[config.mk]
export PLATFORM = sky130hd
export DESIGN_NAME = arp_neighbor_cache_top
export DESIGN_NICKNAME = d
export VERILOG_FILES = /design/src/rtl/anc_pkg.sv /design/src/rtl/anc_cell.sv /design/src/rtl/arp_neighbor_cache_top.sv
export SDC_FILE = /design/constraint.sdc
export NUM_CORES = 2
export LEC_CHECK = 0
export BUFFER_PORTS_ARGS = -buffer_cell sky130_fd_sc_hd__buf_2
export CORE_ASPECT_RATIO = 1.5
export CORE_UTILIZATION = 52
export CTS_BUF_LIST = sky130_fd_sc_hd__clkbuf_16
export CTS_CLUSTER_SIZE = 12
export DETAILED_ROUTE_END_ITERATION = 7
export HOLD_SLACK_MARGIN = 0.03
export PLACE_DENSITY = 0.7
export SLEW_MARGIN = 15
export SYNTH_ARGS = -nofsm -noshare
export SYNTH_HDL_FRONTEND = slang
export SYNTH_HIERARCHICAL = 1
export SYNTH_SLANG_ARGS = --single-unit
[constraint.sdc]
create_clock -name clock -period 16.6 [get_ports clock]
set_input_delay 0.83 -clock clock [delete_from_list [all_inputs] [get_ports clock]]
set_output_delay 0.83 -clock clock [all_outputs]
set_load 0.01 [all_outputs]
[src/rtl/anc_pkg.sv]
// types and constants shared by the neighbor cache modules
`default_nettype none

package anc_pkg;

   localparam logic       OP_INSERT      = 1'b0;
   localparam logic       OP_LOOKUP      = 1'b1;
   localparam logic [31:0] LIFETIME_RESET = 32'd300000;
   localparam logic        REG_LIFETIME   = 1'b0;

   typedef struct packed {
      logic        op;
      logic [31:0] ip_addr;
      logic [47:0] mac_addr;
      logic [63:0] now_ms;
   } req_type;

   typedef struct packed {
      logic        hit;
      logic [47:0] mac_found;
      logic [2:0]  slot_used;
   } rsp_type;

   typedef struct packed {
      logic        active;
      logic        op;
      logic [31:0] ip_addr;
      logic [47:0] mac_addr;
      logic [63:0] now_ms;
      logic [63:0] expiry_new;
      logic        found;
      logic        free_found;
   } probe_type;

   typedef struct packed {
      logic        en;
      logic        fill;
      logic [31:0] ip_addr;
      logic [47:0] mac_addr;
      logic [63:0] expiry;
   } wr_type;

endpackage

`default_nettype wire

[src/rtl/anc_cell.sv]
// one cache entry with its stage of the probe chain
`default_nettype none

module anc_cell #(
   parameter int IDX     = 0,
   parameter int IDX_W   = 3
) (
   input  wire                     clock,
   input  wire                     reset,
   input  anc_pkg::probe_type      probe_i,
   input  wire [IDX_W-1:0]         found_slot_i,
   input  wire [IDX_W-1:0]         free_slot_i,
   output anc_pkg::probe_type      probe_o,
   output logic [IDX_W-1:0]        found_slot_o,
   output logic [IDX_W-1:0]        free_slot_o,
   input  anc_pkg::wr_type         wr_i,
   input  wire [IDX_W-1:0]         wr_slot_i
);
   import anc_pkg::*;

   localparam logic [IDX_W-1:0] MY_SLOT = IDX_W'(IDX);

   logic              valid_ff, valid_in;
   logic [31:0]       ip_ff, ip_in;
   logic [47:0]       mac_ff, mac_in;
   logic [63:0]       expiry_ff, expiry_in;
   probe_type         probe_ff, probe_in;
   logic [IDX_W-1:0]  found_slot_ff, found_slot_in;
   logic [IDX_W-1:0]  free_slot_ff, free_slot_in;
   logic              expired;
   logic              ip_match;

   always_comb begin
      probe_in      = probe_i;
      found_slot_in = found_slot_i;
      free_slot_in  = free_slot_i;
      valid_in      = valid_ff;
      ip_in         = ip_ff;
      mac_in        = mac_ff;
      expiry_in     = expiry_ff;
      expired       = (expiry_ff <= probe_i.now_ms);
      ip_match      = (ip_ff == probe_i.ip_addr);
      if (probe_i.active) begin
         if (probe_i.op == OP_INSERT) begin
            if (!probe_i.found && valid_ff && ip_match) begin
               probe_in.found = 1'b1;
               found_slot_in  = MY_SLOT;
            end
            if (!probe_i.free_found && (!valid_ff || expired)) begin
               probe_in.free_found = 1'b1;
               free_slot_in        = MY_SLOT;
            end
         end else if (!probe_i.found && valid_ff) begin
            if (expired) begin
               valid_in = 1'b0;
            end else if (ip_match) begin
               probe_in.found    = 1'b1;
               probe_in.mac_addr = mac_ff;
               found_slot_in     = MY_SLOT;
            end
         end
      end
      if (wr_i.en && (wr_slot_i == MY_SLOT)) begin
         mac_in    = wr_i.mac_addr;
         expiry_in = wr_i.expiry;
         if (wr_i.fill) begin
            valid_in = 1'b1;
            ip_in    = wr_i.ip_addr;
         end
      end
   end

   always_ff @(posedge clock) begin
      if (reset) begin
         valid_ff <= 1'b0;
         probe_ff <= '0;
      end else begin
         valid_ff <= valid_in;
         probe_ff <= probe_in;
      end
   end

   always_ff @(posedge clock) begin
      ip_ff               <= ip_in;
      mac_ff              <= mac_in;
      expiry_ff           <= expiry_in;
      found_slot_ff       <= found_slot_in;
      free_slot_ff        <= free_slot_in;
   end

   assign probe_o      = probe_ff;
   assign found_slot_o = found_slot_ff;
   assign free_slot_o  = free_slot_ff;

endmodule

`default_nettype wire

[src/rtl/arp_neighbor_cache_top.sv]
// top level of the arp neighbor cache: request launch, cell chain, commit and response
//
//  channel | direction | handshake              | payload
//  req     | in        | req_valid / req_ready  | req_data (op, ip, mac, now)
//  rsp     | out       | rsp_valid / rsp_ready  | rsp_data (hit, mac, slot)
//  csr     | in / out  | psel, penable, pwrite  | paddr, pwdata, prdata
//
// an item passes from accept through the head register, then through the register of each cell
// as the probe walks the chain, then through the commit and response register
// one item is in the chain at a time; the next is accepted once the chain is empty
// and the skid register behind the response register is free
// a stalled response holds in the output register while one further item runs
// reset clears all valid bits, the victim pointer and the lifetime to 300000
`default_nettype none

module arp_neighbor_cache_top #(
   parameter int TABLE_ENTRIES = 8
) (
   input  wire               clock,
   input  wire               reset,
   input  wire               req_valid,
   output logic              req_ready,
   input  anc_pkg::req_type  req_data,
   output logic              rsp_valid,
   input  wire               rsp_ready,
   output anc_pkg::rsp_type  rsp_data,
   input  wire               psel,
   input  wire               penable,
   input  wire               pwrite,
   input  wire [2:0]         paddr,
   input  wire [31:0]        pwdata,
   output logic [31:0]       prdata,
   output logic              pready
);
   import anc_pkg::*;

   localparam int IDX_W = $clog2(TABLE_ENTRIES);
   localparam logic [IDX_W-1:0] LAST_SLOT = IDX_W'(TABLE_ENTRIES - 1);

   probe_type         chain_probe [0:TABLE_ENTRIES];
   logic [IDX_W-1:0]  chain_found [0:TABLE_ENTRIES];
   logic [IDX_W-1:0]  chain_free  [0:TABLE_ENTRIES];

   probe_type         head_ff, head_in;
   logic [31:0]       lifetime_ff, lifetime_in;
   logic [IDX_W-1:0]  victim_ff, victim_in;
   logic              busy_ff, busy_in;
   logic              rsp_valid_ff, rsp_valid_in;
   rsp_type           rsp_ff, rsp_in;
   logic              hold_valid_ff, hold_valid_in;
   rsp_type           hold_ff, hold_in;

   wr_type            wr;
   logic [IDX_W-1:0]  wr_slot;
   rsp_type           result;
   logic [IDX_W-1:0]  result_slot;
   logic [IDX_W+2:0]  result_slot_ext;
   logic [64:0]       expiry_sum;
   logic              req_xfer;
   logic              rsp_xfer;
   logic              csr_write;
   logic              done;
   probe_type         last;

   assign req_ready = !busy_ff && !hold_valid_ff;
   assign req_xfer  = req_valid && req_ready;
   assign rsp_valid = rsp_valid_ff;
   assign rsp_data  = rsp_ff;
   assign rsp_xfer  = rsp_valid_ff && rsp_ready;
   assign pready    = 1'b1;
   assign csr_write = psel && penable && pwrite && pready;
   assign prdata    = (paddr[2] == REG_LIFETIME) ? lifetime_ff : 32'd0;

   assign expiry_sum = {1'b0, req_data.now_ms} + {33'd0, lifetime_ff};

   always_comb begin
      head_in            = head_ff;
      head_in.active     = req_xfer;
      if (req_xfer) begin
         head_in.op         = req_data.op;
         head_in.ip_addr    = req_data.ip_addr;
         head_in.mac_addr   = req_data.mac_addr;
         head_in.now_ms     = req_data.now_ms;
         head_in.expiry_new = expiry_sum[64] ? {64{1'b1}} : expiry_sum[63:0];
         head_in.found      = 1'b0;
         head_in.free_found = 1'b0;
      end
   end

   assign chain_probe[0] = head_ff;
   assign chain_found[0] = '0;
   assign chain_free[0]  = '0;

   for (genvar g = 0; g < TABLE_ENTRIES; g++) begin : g_cell
      anc_cell #(
         .IDX     (g),
         .IDX_W   (IDX_W)
      ) u_cell (
         .clock        (clock),
         .reset        (reset),
         .probe_i      (chain_probe[g]),
         .found_slot_i (chain_found[g]),
         .free_slot_i  (chain_free[g]),
         .probe_o      (chain_probe[g+1]),
         .found_slot_o (chain_found[g+1]),
         .free_slot_o  (chain_free[g+1]),
         .wr_i         (wr),
         .wr_slot_i    (wr_slot)
      );
   end

   assign last = chain_probe[TABLE_ENTRIES];
   assign done = last.active;

   always_comb begin
      wr          = '0;
      wr.ip_addr  = last.ip_addr;
      wr.mac_addr = last.mac_addr;
      wr.expiry   = last.expiry_new;
      wr_slot     = chain_found[TABLE_ENTRIES];
      victim_in   = victim_ff;
      result      = '0;
      result_slot = '0;
      if (done && (last.op == OP_INSERT)) begin
         wr.en = 1'b1;
         if (last.found) begin
            wr_slot = chain_found[TABLE_ENTRIES];
         end else if (last.free_found) begin
            wr.fill = 1'b1;
            wr_slot = chain_free[TABLE_ENTRIES];
         end else begin
            wr.fill   = 1'b1;
            wr_slot   = victim_ff;
            victim_in = (victim_ff == LAST_SLOT) ? '0 : victim_ff + 1'b1;
         end
         result.hit  = last.found;
         result_slot = wr_slot;
      end else if (last.found) begin
         result.hit       = 1'b1;
         result.mac_found = last.mac_addr;
         result_slot      = chain_found[TABLE_ENTRIES];
      end
      result_slot_ext  = {3'd0, result_slot};
      result.slot_used = result_slot_ext[2:0];
   end

   always_comb begin
      busy_in       = busy_ff;
      rsp_valid_in  = rsp_valid_ff;
      rsp_in        = rsp_ff;
      hold_valid_in = hold_valid_ff;
      hold_in       = hold_ff;
      lifetime_in   = lifetime_ff;
      if (req_xfer) begin
         busy_in = 1'b1;
      end else if (done) begin
         busy_in = 1'b0;
      end
      if (rsp_xfer) begin
         rsp_valid_in = hold_valid_ff;
         rsp_in       = hold_ff;
         hold_valid_in = 1'b0;
      end
      if (done) begin
         if (!rsp_valid_in) begin
            rsp_valid_in = 1'b1;
            rsp_in       = result;
         end else begin
            hold_valid_in = 1'b1;
            hold_in       = result;
         end
      end
      if (csr_write && (paddr[2] == REG_LIFETIME)) begin
         lifetime_in = pwdata;
      end
   end

   always_ff @(posedge clock) begin
      if (reset) begin
         head_ff        <= '0;
         busy_ff        <= 1'b0;
         rsp_valid_ff   <= 1'b0;
         hold_valid_ff  <= 1'b0;
         victim_ff      <= '0;
         lifetime_ff    <= LIFETIME_RESET;
      end else begin
         head_ff        <= head_in;
         busy_ff        <= busy_in;
         rsp_valid_ff   <= rsp_valid_in;
         hold_valid_ff  <= hold_valid_in;
         victim_ff      <= victim_in;
         lifetime_ff    <= lifetime_in;
      end
   end

   always_ff @(posedge clock) begin
      rsp_ff             <= rsp_in;
      hold_ff            <= hold_in;
   end

   logic [TABLE_ENTRIES:0] active_vec;
   for (genvar g = 0; g <= TABLE_ENTRIES; g++) begin : g_active
      assign active_vec[g] = chain_probe[g].active;
   end

   a_one_in_flight : assert property (@(posedge clock) disable iff (reset)
      $onehot0(active_vec))
      else $error("more than one probe in the chain");

   a_exit_while_busy : assert property (@(posedge clock) disable iff (reset)
      done |-> busy_ff)
      else $error("probe left the chain with no item in flight");

   a_accept_starts_scan : assert property (@(posedge clock) disable iff (reset)
      req_xfer |=> busy_ff && head_ff.active)
      else $error("accepted transfer did not enter the chain");

   a_hold_behind_rsp : assert property (@(posedge clock) disable iff (reset)
      hold_valid_ff |-> rsp_valid_ff)
      else $error("skid register full while output register empty");

endmodule

`default_nettype wire

==> summary.md <==
| Metric | Value |
|---|---|
| Run status | `completed` |
| Final worst setup slack | `11.46 ns` |
| Detailed placement HPWL | `about 200 mm` |
| Post-Syn Instances | `roughly 10k` |
| CP Cell Sequence | `ha_1, nand4_1, nor4_1, nand4_1, a31oi_1, or4_2, buf_4, nand2_1, a311oi_1` |
| Die Ht | `about 600 µm` |
| Net count, final | `between 10k and 15k` |
| Most numerous cell on the critical path | `nand4_1` |
| Layout Cells excl Fill | `approximately 13k` |
| GRT Overall Usage | `25.4%` |
| Initial Util | `52.4%` |
| FP Rows | `214` |
| Longest Clk Path Bufs | `4` |
| Largest stage delay on the critical path | `roughly 0.96 ns` |
| Worst clock skew | `roughly 0.065 ns` |
| Final period util | `between 30% and 40%` |
| Root buf cell | `clkbuf_16` |
| Area Growth Syn to Fin | `10.6%` |
| Launch point of the worst path | `g_cell[5].u_cell/expiry_ff[31]` |
| Ratio of cells with drive above 1 in the final layout | `9.29%` |
| Post-CTS setup repair buffer count | `0` |
| Max_slew headroom | `17.1%` |
| CP arrival | `roughly 5.9 ns` |
| Syn. warnings | `6` |
| Core area | `around 230000 µm²` |
| Pre-CTS setup slack | `roughly 11 ns` |
| Final min period | `around 5.1 ns` |
| Hold-fix buffers, CTS | `0` |
| Crit path max fanout | `43` |
| Setup violators final | `0` |
| MaxCap Viol Count | `0` |
| Fin. max-slew vios | `0` |
| Detailed Routing Iterations Pass 1 | `6` |
| CP Capture Type | `register` |
| Hold Slack | `just under 0.2 ns` |
| Hold Crit Start | `req_data[91]` |
| Gpl congestion | `~0.92` |
| Number of I/O pins | `around 270` |
| Worst Tran Pin Value | `1.24 ns` |
| Placed Cells incl. Taps | `between 10k and 15k` |
| Largest net degree at the start of global routing | `209` |
| Die area | `about 230000 µm²` |
| First-pass GRT wire length | `450 mm` |
| Post-route total power | `15200 µW` |
| Pwr dens | `116 nW/µm²` |
| Initial DRC count | `around 6.2k` |
| Vias in the first global route | `between 70k and 80k` |
| IO buf count | `between 200 and 300` |
| Final hold viol count | `0` |
| DR vias | `around 76k` |
| Initial antenna violation count | `33` |
| Routed wire length | `~300 mm` |
| Sinks on Clock Net | `~3.2k` |
| Slowest cell on crit path | `a31oi_1` |
| Final TNS setup | `0 ns` |
| GRT overflow | `0` |
| Syn Std Cell Area | `approximately 120000 µm²` |
| CTS resizes | `0` |
| DRC viols | `0` |
| Wirelength per Cell | `around 22 µm` |
| Pleak | `between 0.05 and 0.06 µW` |
| WP buf/inv | `1` |
| Peak supply drop | `between 90 and 100 µV` |
| Worst Path Required | `roughly 17 ns` |
| Die width | `around 400 µm` |
| Kind of critical path | `register to register` |
| Crit start category | `register` |
| Via/cell ratio | `5.67` |
| Max Clk Rate | `a little under 200 MHz` |
| CTS clk-pin slew, worst paths | `around 0.06 ns` |
| H-tree depth | `5` |
| Routed Antenna Nets | `0` |
| CTS tree | `done` |
| Worst reg2reg path startpoint | `g_cell[5].u_cell/expiry_ff[31]` |
| Worst Hold Class | `primary input to register` |
| Delay-heaviest family, CP | `simple AND/OR/NAND/NOR gates` |
| Latest clock arrival within the worst-skew pair | `between 0.8 and 0.9 ns` |
| CTS buffer count | `314` |
| RSZ-0062 raised after global routing | `no` |
| Syn_area_per_cell | `approximately 12 µm²` |
placed cells by master (no fill, tap or decap), drive strengths merged, types with 363 or more instances in the layout:
cell / instances
nand2: 600
edfxtp: 1204
buf: 363
inv: 767
ha: 546
nor2b: 852
dfxtp: 1988
nand4: 577
nor2: 650
a21oi: 891
o31ai: 386
flip-flops by register name (all words and copies together) (netlist names), 32 cells and up:
register                 flops
g_cell.u_cell/ip_ff        256
g_cell.u_cell/expiry_ff    512
g_cell.u_cell/mac_ff       384
hold_ff                     52
chain_probe                209
rsp_data                    52
g_cell.u_cell/probe_o     1632
lifetime_ff                 32
stage by stage:
step | instance area, µm² | utilization, %
2_1_floorplan | 119000 | -
3_3_place_gp | 122000 | 53.9
3_5_place_dp | 122000 | 53.9
4_1_cts | 131000 | 57.9
5_1_grt | 131000 | 57.9
6_report | 131000 | 57.9
where the power goes:
| part | internal (µW) | leakage, µW | switching, µW |
|---|---|---|---|
| registers | 8170 | 0.0289 | 51.9 |
| clock network | 3510 | 0.00514 | 2880 |
| logic | 182 | 0.0169 | 452 |
path summary, 6_finish.rpt:
kind | endpoint | slack, ns | cells after the start
max | g_cell[5].u_cell/probe_o[1] | 11.46 | 9
min reg2reg | g_cell[4].u_cell/probe_o[20] | 0.39 | 1
max reg2reg | g_cell[5].u_cell/probe_o[1] | 11.46 | 9
min | chain_probe[1853] | 0.19 | 3
routing by layer:
metal  GRT usage (%)  vias up  part of all wire [%]
met3            4.81      776                   7.0
met4            11.1       22                   4.6
met2            45.2     2699                    51
met1            29.5    37108                    38
met5               0        -                 0.050
li1                -    35613                     -
cell type report:
class / count / area (µm²)
fill: 18430 / 95400
sequential: 3192 / 76000
multi-input combinational: 5740 / 38300
clock buffer: 322 / 8060
tap: 3024 / 3780
timing repair buffer: 363 / 2120
inverter: 564 / 2120
clock inverter: 223 / 1020
antenna: 16 / 40.0
worst reg2reg max path, delay by kind of cell (launching register included):
kind / cells / cell delay, ns
flip-flops: 1 / 0.38
AO/OA/AOI/OAI: 2 / 1.31
AND/OR/NAND/NOR: 5 / 2.41
buffers and inverters: 1 / 0.60
adder cells (fa/ha/maj): 1 / 0.33
Note: power is estimated with default switching activity, not from simulation.
